**config.mk**
```make
export PLATFORM = sky130hd
export DESIGN_NAME = smsd_cell
export DESIGN_NICKNAME = d
export VERILOG_FILES = /design/src/rtl/smsd_pkg.sv /design/src/rtl/smsd_cell.sv
export SDC_FILE = /design/constraint.sdc
export NUM_CORES = 1
export LEC_CHECK = 0
export ABC_AREA = 1
export BUFFER_PORTS_ARGS = -buffer_cell sky130_fd_sc_hd__buf_2
export CAP_MARGIN = 20
export CORE_AREA = 2 2 85 87
export CTS_CLUSTER_SIZE = 28
export DETAILED_ROUTE_END_ITERATION = 6
export DIE_AREA = 0 0 87 89
export PLACE_DENSITY = 0.65
export SLEW_MARGIN = 20
export SYNTH_ARGS = -nofsm -noshare
export SYNTH_HDL_FRONTEND = slang
export SYNTH_SLANG_ARGS = --single-unit
```
**constraint.sdc**
```tcl
create_clock -name clk -period 2.5 [get_ports clk]
set_input_delay 0.375 -clock clk [delete_from_list [all_inputs] [get_ports clk]]
set_output_delay 0.375 -clock clk [all_outputs]
set_load 0.02 [all_outputs]
```
**src/rtl/smsd_pkg.sv**
```systemverilog
// ----------------------------------------------------------------------------
// smsd_pkg: shared constants and types for the sliding median spike detector
// Defaults for the top-level parameters, register widths and the control
// struct broadcast from the sequencer to the sorted cell chain.
// ----------------------------------------------------------------------------
package smsd_pkg;

    localparam int WINDOW_MAX_DEF  = 64;
    localparam int SAMPLE_BITS_DEF = 16;

    localparam int          LEN_BITS   = 7;
    localparam int          COUNT_BITS = 32;
    localparam logic [6:0]  LEN_RESET  = 7'd5;

    // per-cycle command to every cell of the chain
    typedef struct packed {
        logic remove;   // drop the oldest entry, upper entries move down
        logic insert;   // insert the new sample, upper entries move up
    } cell_ctrl_t;

endpackage

```
**src/rtl/smsd_cell.sv**
```systemverilog
// ----------------------------------------------------------------------------
// smsd_cell: one slot of the sorted window
// Holds a sample value and its age; moves down on remove, up on insert.
// Entries are ordered by value, and among equal values by age.
// ----------------------------------------------------------------------------
module smsd_cell #(
    parameter int IDX = 0,
    parameter int SB  = smsd_pkg::SAMPLE_BITS_DEF,
    parameter int AW  = 6,
    parameter int CW  = 7
) (
    input  logic                 clk,
    input  smsd_pkg::cell_ctrl_t ctrl,
    input  logic [SB-1:0]        s,
    input  logic [SB-1:0]        v_old,
    input  logic [AW-1:0]        oldest_age,
    input  logic [CW-1:0]        n,
    input  logic [SB-1:0]        left_val,
    input  logic [AW-1:0]        left_age,
    input  logic                 left_ge,
    input  logic [SB-1:0]        right_val,
    input  logic [AW-1:0]        right_age,
    output logic [SB-1:0]        val,
    output logic [AW-1:0]        age,
    output logic                 ge,
    output logic                 oldest
);

    localparam logic [CW-1:0] IDX_C = CW'(IDX);

    logic [SB-1:0] val_reg, val_next;
    logic [AW-1:0] age_reg, age_next;
    logic          in_use;

    assign in_use = IDX_C < n;
    assign oldest = in_use && (age_reg == oldest_age);
    // insertion point: new sample goes in front of entries not below it
    assign ge     = in_use && (val_reg >= s);

    always_comb
    begin
        val_next = val_reg;
        age_next = age_reg;
        if (ctrl.remove)
        begin
            if (in_use && (oldest || (val_reg > v_old)))
            begin
                val_next = right_val;
                age_next = right_age;
            end
        end
        else if (ctrl.insert)
        begin
            if (left_ge)
            begin
                val_next = left_val;
                age_next = left_age + AW'(1);
            end
            else if (ge || (IDX_C == n))
            begin
                val_next = s;
                age_next = '0;
            end
            else if (in_use)
            begin
                age_next = age_reg + AW'(1);
            end
        end
    end

    always_ff @(posedge clk)
    begin
        val_reg <= val_next;
        age_reg <= age_next;
    end

    assign val = val_reg;
    assign age = age_reg;

endmodule

```
==> flow_summary_export.csv, run 1 <==
group,metric,value,unit
timing,fmax,0.4329,GHz
floorplanning,core_region_area,0.006719,mm2
synthesis,synthCells,335,
drt,via_per_inst,4.730,
place,pre_cts_slack,0.3575,ns
job,maxCapViolCount,0,
cts,htree_levels,1,
synthesis,yosysWarnings,0,
cts,numCtsBuffers,3,
drt,finalWirelength,6.517,mm
cts,cts_tree,"yes",
setup_path,cp-start-kind,"flip-flop",
setup_path,required,2.12,ns
floorplanning,initial_utilization,0.3456,
timing,rsz0062_at_grt,"false",
pwr,p_leak,1.667,nW
global_routing,grt_max_degree,24,
floorplanning,chipWidth,87,um
timing,worstMarginPinSlew,0.4918,ns
timing,setup_viol,0,
floorplanning,fp.dieH,89,um
timing,min_period,2.310,ns
cts,cts_buffer_depth,2,
place,dp_hpwl,5.305,mm
drt,avgRoutedWirePerCell,12.32,um
synthesis,syn-num-nets,462,
setup_path,cp-end-kind,"output port",
drt,first_iter_violations,94,
synthesis,synth-seq-area-share,0.2845,
final_layout,post-route-cell-area,0.003035,mm2
setup_path,cp.arrival,1.94,ns
worst_hold_path,min_path_type,"in2reg",
global_routing,globalRouteTotalUtil,0.1723,
floorplanning,ios,117,
final_layout,area_growth,30.71,%
synthesis,synth_area_leader_cell,"edfxtp_1",
timing,hold_violations,0,
synthesis,syn_avg_cell_area,6.932,um2
drt,drtAntennaViolNets,0,
synthesis,synth_area_leaders,"edfxtp_1 (28%), ha_1 (18%), a21oi_1 (12%)",
timing,fin_setup_tns,0,ns
place,numPortBuffers,116,
global_routing,antenna_found_initial,0,
setup_path,critPathMaxFanout,8,
final_layout,largest_register_ffs,16,
drt,drc,0,
synthesis,synth_top_area_frac,0.2845,
pwr,power_per_cell_area,436.7,mW/mm2
final_layout,antenna_cells,0,
cts,cts-root-buf,"clkbuf_8",
final_layout,drive_gt1_frac,0.2962,
final_layout,fillCellCount,716,
cts,hold_buffers,0,
synthesis,yosysUniqueCellTypes,25,
global_routing,overflow,0,
timing,finClkSkew,0.002055,ns
final_layout,nets,578,
synthesis,syn-cell-area,0.002322,mm2
floorplanning,std_cell_rows,30,
drt,dr.pass1.iters,4,
cts,cts_sinks,22,
synthesis,synth_seq_cells,22,
timing,relSlewSlack,0.6721,
place,gp_congestion,0.7695,
timing,setup_ws,0.1900,ns
timing,final-max-slew-violation-count,0,
run_status,status,"finished, final reports clean",
place,placed_cell_area,0.002990,mm2
cts,clock_latency,0.26,ns
global_routing,grt_pass1_vias,2479,
global_routing,grt_pass1_wl,10.72,mm
pwr,ir_drop,0.0001629,V
floorplanning,die_area,0.007743,mm2
timing,finalCritPeriodShare,0.9240,
setup_path,crit_type,"reg2out",
drt,via_count,2502,
cts,clk_pin_slew,0.08,ns
[cells by family (layout without fill, tap and decap cells)]
group	after synthesis	after routing	synth area share
AOI/OAI and AO/OA	63	63	0.1385
buffers and inverters	64	178	0.1067
xor gates and xnor gates	7	7	0.02640
DFF	22	22	0.2845
and+or+nand+nor	145	145	0.2608
adders and majority gates	34	34	0.1832
[power by group]
group / switching [mW] / leakage [nW] / total (mW) / internal, mW
registers: 0.0503 / 0.213 / 0.525 / 0.475
logic: 0.343 / 1.43 / 0.582 / 0.239
clock network: 0.111 / 0.0216 / 0.218 / 0.107
total: 0.504 / 1.67 / 1.33 / 0.821
[metrics by stage]
stage | power (mW) | hold slack (ns) | util | instances
after global routing | 1.441 | 0.4517 | 0.4518 | 529
after global placement | 1.105 | 0.6961 | 0.4451 | 526
after detailed placement | 1.117 | 0.7008 | 0.4451 | 526
final | 1.325 | 0.4387 | 0.4518 | 529
after floorplan | 0.8981 | 0.5982 | - | 335
after CTS | 1.335 | 0.4363 | 0.4512 | 529
[critical path: stages, from the launching register on]
cell	delay (ns)
edfxtp_1	0.43
ha_1	0.32
nand2_1	0.07
nor2_1	0.13
and2_1	0.13
nor2_1	0.04
nand2_1	0.06
nand2_2	0.12
a21oi_2	0.19
buf_2	0.19
[cells in the final DEF (no fill, tap or decap), drive strengths merged]
cell type	n
buf	119
nand2	69
a21oi	56
nor2	56
inv	55
ha	34
edfxtp	22
nand4	10
nand3	7
o21ai	6
xnor2	5
clkbuf	3
xor2	2
nor3	2
and2	1
a21o	1
clkinv	1
[what timing repair did]
action                                  CTS  global route
setup buffers                             0             0
resized for setup                         0             1
endpoints found under the setup margin    0             1
[cell usage after synthesis]
master    instances
nand2_1          68
a21oi_1          55
nor2_1           54
inv_1            52
ha_1             34
edfxtp_1         22
nand4_1          10
clkbuf_1          7
nand3_1           6
xnor2_1           5
o21ai_0           4
inv_2             3
o21ai_1           2
xor2_1            2
a21o_1            1
a21oi_2           1
and2_1            1
buf_6             1
clkinv_1          1
nand2_2           1
nand3_2           1
nor2_2            1
nor2_4            1
nor3_1            1
nor3_2            1
[final timing paths]
| kind | from | slack [ns] | end | cells after the start |
|---|---|---|---|---|
| setup reg to reg | val[7] | 0.41 | val[0] | 11 |
| setup / recovery | val[7] | 0.19 | ge | 9 |
| hold / removal | right_age[5] | 0.44 | age[5] | 3 |
| hold reg to reg | age[0] | 0.86 | age[0] | 3 |
[layer usage]
layer,global-route usage,share of wire,up-vias
li1,-,-,1326
met1,0.2220,0.46,1087
met2,0.3067,0.46,83
met3,0.02493,0.071,6
met4,0.03693,0.0081,0
met5,0,0,-
[final cells by class]
cell class / count / area (um2) / share of cell area
clock buffers: 3 / 41.29 / 0.01360
inverters: 56 / 210.2 / 0.06925
multi-input cells: 249 / 1420 / 0.4678
flip-flops and latches: 22 / 660.6 / 0.2176
well taps: 80 / 100.1 / 0.03298
repair buffers: 119 / 603.1 / 0.1987
Power figures use the tool's default switching activity.
==> run 2: changes to the inputs <==
--- a/config.mk
+++ b/config.mk
@@ -13,6 +13,7 @@
 export DETAILED_ROUTE_END_ITERATION = 6
 export DIE_AREA = 0 0 87 89
 export PLACE_DENSITY = 0.65
+export REMOVE_ABC_BUFFERS = 1
 export SLEW_MARGIN = 20
 export SYNTH_ARGS = -nofsm -noshare
 export SYNTH_HDL_FRONTEND = slang
==> flow_summary_export.csv, run 2 (synthesis gave the netlist of run 1 again) <==
group,metric,value,unit
final_layout,antenna_cells,0,
cts,hold_buffers,0,
worst_hold_path,hold_depth,3,
pwr,ir_drop,0.0001838,V
place,dp_hpwl,5.283,mm
cts,postCtsSetupBuffers,0,
setup_path,timing.rr.end,"val[14]",
pwr,seqPwrFrac,0.390,
pwr,power_per_cell_area,439.9,mW/mm2
pwr,p_comb_frac,0.436,
run_status,status,"finished, final reports clean",
timing,min_period,2.321,ns
setup_path,crit_slowest_cell,"edfxtp_1",
timing,rsz0062_at_grt,"false",
setup_path,required,2.12,ns
place,numPortBuffers,116,
pwr,finalPower,1.337,mW
place,gp_congestion,0.7893,
final_layout,nets,579,
setup_path,max_stage_delay,0.43,ns
pwr,p_leak,1.673,nW
floorplanning,std_cell_rows,30,
setup_path,cp-end-kind,"output port",
global_routing,grt_pass1_vias,2374,
floorplanning,die_area,0.007743,mm2
setup_path,worstRegToRegCells,12,
timing,finalCritPeriodShare,0.9285,
drt,via_per_inst,4.710,
final_layout,area_growth,30.93,%
setup_path,ff2ff_setup_slack,0.43,ns
floorplanning,chipWidth,87,um
setup_path,crit_type,"reg2out",
setup_path,cp.arrival,1.95,ns
floorplanning,core_region_area,0.006719,mm2
pwr,p_int,0.8256,mW
global_routing,grt_max_degree,24,
worst_hold_path,min_to,"age[5]",
drt,dr.pass1.iters,4,
global_routing,grt_pass1_wl,10.43,mm
timing,worst_hold_slack,0.4159,ns
drt,first_iter_violations,76,
setup_path,critPathMaxFanout,8,
drt,drc,0,
cts,clk_pin_slew,0.08,ns
timing,final-max-slew-violation-count,0,
floorplanning,ios,117,
cts,numCtsBuffers,3,
timing,finClkSkew,0.002147,ns
setup_path,critical_path.cell_chain,"ha_1, nand2_1, nor2_1, and2_1, nor2_1, nand2_1, nand2_2, a21oi_1, buf_2",
pwr,sw_frac_of_total,0.3827,
cts,clock_latency,0.27,ns
timing,setup_viol,0,
final_layout,post-route-cell-area,0.003040,mm2
setup_path,timing.rr.start,"val[15]",
cts,cts_tree,"yes",
place,placed_cell_area,0.002995,mm2
timing,hold_violations,0,
floorplanning,fp.dieH,89,um
timing,fmax,0.4308,GHz
worst_hold_path,min_path_type,"in2reg",
job,maxCapViolCount,0,
timing,worstMarginPinSlew,0.4730,ns
drt,drtAntennaViolNets,0,
final_layout,final_cell_mix,"buf_2 (116), nand2_1 (68), a21oi_1 (55)",
drt,avgRoutedWirePerCell,12.13,um
global_routing,globalRouteTotalUtil,0.1698,
setup_path,cp-start-kind,"flip-flop",
pwr,pwr-share-clk,0.174,
final_layout,final_common_cell,"buf_2",
global_routing,overflow,0,
worst_hold_path,hp-start,"right_age[5]",
cts,cts_sinks,22,
cts,cts-root-buf,"clkbuf_8",
final_layout,largest_register_ffs,16,
cts,cts_resized,0,
drt,via_count,2501,
cts,htree_levels,1,
floorplanning,initial_utilization,0.3456,
cts,cts_buffer_depth,2,
drt,finalWirelength,6.440,mm
global_routing,antenna_found_initial,0,
timing,relSlewSlack,0.6847,
final_layout,drive_gt1_frac,0.2927,
pwr,switchingPower,0.5118,mW
run 2: cell count changes in the layout (fill, tap and decap cells not counted):
cell,delta
buf_4,+1
nor2_1,+1
a21oi_2,-1
a21oi_1,+1
clkinv_1,+1
nor2_2,-1
run 2: per-stage QoR:
| step | setup slack [ns] | std cells | TNS (ns) | utilization |
|---|---|---|---|---|
| final | 0.1787 | 531 | 0 | 0.4525 |
| after CTS | 0.1631 | 531 | 0 | 0.4525 |
| after floorplan | -0.01272 | 327 | -0.2035 | - |
| after detailed placement | 0.3864 | 527 | 0 | 0.4458 |
| after global routing | 0.0008844 | 531 | 0 | 0.4525 |
| after global placement | 0.4197 | 527 | 0 | 0.4458 |
run 2: worst max-delay path by stage:
stage | startpoint | to
after detailed placement | v_old[7] | val[1]
final | val[7] | ge
after global routing | val[5] | ge
after CTS | val[7] | ge
after floorplan | val[7] | val[0]
after global placement | v_old[7] | val[14]
run 2: critical path: cells and delay by family, from the launching register on:
family / cells / cell delay (ns)
AO/OA/AOI/OAI: 1 / 0.19
adder cells (fa/ha/maj): 1 / 0.31
buffers and inverters: 1 / 0.20
flip-flops: 1 / 0.43
AND/OR/NAND/NOR: 6 / 0.54
run 2: layout make-up:
class                           count  area (um2)
Fill cell                         716        3679
Multi-Input combinational cell    249        1414
Sequential cell                    22       660.6
Timing Repair Buffer              120       610.6
Inverter                           56       210.2
Tap cell                           80       100.1
Clock buffer                        3       41.29
Clock inverter                      1       3.754
run 2: layer usage:
| layer | track usage | share of wire | vias up |
|---|---|---|---|
| met1 | 0.2039 | 0.43 | 1072 |
| met3 | 0.01939 | 0.066 | 9 |
| met4 | 0.05966 | 0.019 | 0 |
| li1 | - | - | 1328 |
| met2 | 0.3130 | 0.49 | 92 |
| met5 | 0 | 0 | - |
run 2: power groups by stage:
stage	clock network, mW	logic [mW]	registers (mW)
after global routing	0.252	0.674	0.529
final	0.233	0.583	0.521
after CTS	0.241	0.591	0.522
after floorplan	0	0.305	0.582
after global placement	0	0.575	0.530
after detailed placement	0	0.589	0.530
==> run 3: changes to the inputs <==
--- a/config.mk
+++ b/config.mk
@@ -8,11 +8,11 @@
 export ABC_AREA = 1
 export BUFFER_PORTS_ARGS = -buffer_cell sky130_fd_sc_hd__buf_2
 export CAP_MARGIN = 20
-export CORE_AREA = 2 2 85 87
+export CORE_AREA = 2 2 78 80
 export CTS_CLUSTER_SIZE = 28
 export DETAILED_ROUTE_END_ITERATION = 6
-export DIE_AREA = 0 0 87 89
-export PLACE_DENSITY = 0.65
+export DIE_AREA = 0 0 80 82
+export PLACE_DENSITY = 0.85
 export REMOVE_ABC_BUFFERS = 1
 export SLEW_MARGIN = 20
 export SYNTH_ARGS = -nofsm -noshare
==> flow_summary_export.csv, run 3 (synthesis gave the netlist of run 1 again) <==
group,metric,value,unit
setup_path,cp-end-kind,"output port",
pwr,ir_drop,0.0002381,V
place,numPortBuffers,116,
timing,finalCritPeriodShare,0.9009,
place,dp_hpwl,5.287,mm
cts,clock_latency,0.26,ns
floorplanning,chipWidth,80,um
cts,hold_buffers,0,
run_status,status,"finished, final reports clean",
drt,first_iter_violations,76,
setup_path,required,2.12,ns
final_layout,drive_gt1_frac,0.2927,
global_routing,overflow,0,
global_routing,grt_pass1_wl,10.27,mm
timing,hold_violations,0,
final_layout,final_cell_count_no_fill,526,
floorplanning,ios,117,
timing,fin_setup_tns,0,ns
drt,via_per_inst,4.892,
floorplanning,std_cell_rows,28,
timing,fmax,0.4440,GHz
cts,clk_pin_slew,0.08,ns
place,dp.cells,522,
final_layout,final_common_cell,"buf_2",
final_layout,fillCellCount,585,
floorplanning,fp.dieH,82,um
setup_path,crit_type,"reg2out",
floorplanning,die_area,0.006560,mm2
final_layout,largest_register_ffs,16,
drt,dr.pass1.iters,4,
place,gp_congestion,0.9084,
timing,relSlewSlack,0.6801,
drt,via_count,2573,
global_routing,grt_max_degree,24,
cts,postCtsSetupBuffers,0,
cts,cts_tree,"yes",
timing,rsz0062_at_grt,"false",
global_routing,globalRouteTotalUtil,0.1946,
cts,cts_sinks,22,
final_layout,area_growth,30.66,%
global_routing,antenna_found_initial,0,
worst_hold_path,min_path_type,"in2reg",
final_layout,final_cell_mix,"buf_2 (116), nand2_1 (68), a21oi_1 (55)",
setup_path,cp.arrival,1.88,ns
timing,setup_viol,0,
final_layout,antenna_cells,0,
timing,finClkSkew,0.0009786,ns
drt,finalWirelength,6.474,mm
cts,cts_buffer_depth,2,
pwr,p_leak,1.673,nW
cts,cts-root-buf,"clkbuf_8",
floorplanning,initial_utilization,0.4042,
drt,drtAntennaViolNets,0,
job,maxCapViolCount,0,
cts,cts_resized,0,
timing,min_period,2.252,ns
timing,worstMarginPinSlew,0.4799,ns
timing,final-max-slew-violation-count,0,
cts,numCtsBuffers,3,
cts,htree_levels,1,
setup_path,cp-start-kind,"flip-flop",
pwr,power_per_cell_area,441.4,mW/mm2
global_routing,grt_pass1_vias,2436,
drt,drc,0,
final_layout,nets,579,
setup_path,critPathMaxFanout,8,
floorplanning,core_region_area,0.005746,mm2
drt,avgRoutedWirePerCell,12.31,um
-- run 3: cell counts in the layout (fill, tap and decap cells not counted) --
Identical to the previous run, type by type.
-- run 3: layout make-up --
type,count,area [um2],share of cell area
clock inverters,1,3.754,0.001237
repair buffers,120,610.6,0.2012
clock buffers,3,41.29,0.01361
inverters,56,210.2,0.06928
multi-input cells,249,1414,0.4660
well taps,75,93.84,0.03093
flip-flops and latches,22,660.6,0.2177
-- run 3: critical path, cell delays in order (launching register included) --
cell and delay, ns:
edfxtp_1 0.43, ha_1 0.31, nand2_1 0.06, nor2_1 0.12
and2_1 0.13, nor2_1 0.04, nand2_1 0.07, nand2_2 0.11
a21oi_1 0.15, buf_2 0.19
-- run 3: power by group --
part           switching (mW)  internal [mW]  leakage (nW)  total [mW]
clock network           0.114          0.110        0.0231       0.223
logic                   0.347          0.243          1.44       0.591
registers              0.0510          0.475         0.213       0.526
-- run 3: layer usage --
layer  global-route usage  vias to the layer above  wire length, um
li1                     -                     1329                -
met1               0.2260                     1155             2587
met2               0.3850                       83             3442
met3              0.02308                        6              394
met4              0.03220                        0               49
met5                    0                        -                0
-- run 3: final timing paths --
kind / from / end / slack [ns] / cells after the start
worst min register to register: age[0] / age[0] / 0.86 / 3
worst max-delay path: val[7] / ge / 0.25 / 9
worst min-delay path: right_age[5] / age[5] / 0.43 / 3
worst max register to register: val[7] / val[14] / 0.45 / 12
-- run 3: metrics by stage --
step / power (mW) / setup slack (ns) / utilization / hold WS [ns] / area [um2]
global route: 1.444 / 0.1070 / 0.5281 / 0.4558 / 3034
finish: 1.339 / 0.2477 / 0.5281 / 0.4336 / 3034
detailed placement: 1.123 / 0.3917 / 0.5203 / 0.7052 / 2989
global placement: 1.096 / 0.4389 / 0.5203 / 0.6880 / 2989
CTS: 1.345 / 0.2362 / 0.5281 / 0.4365 / 3034
floorplan: 0.8869 / -0.01272 / - / 0.5982 / 2285
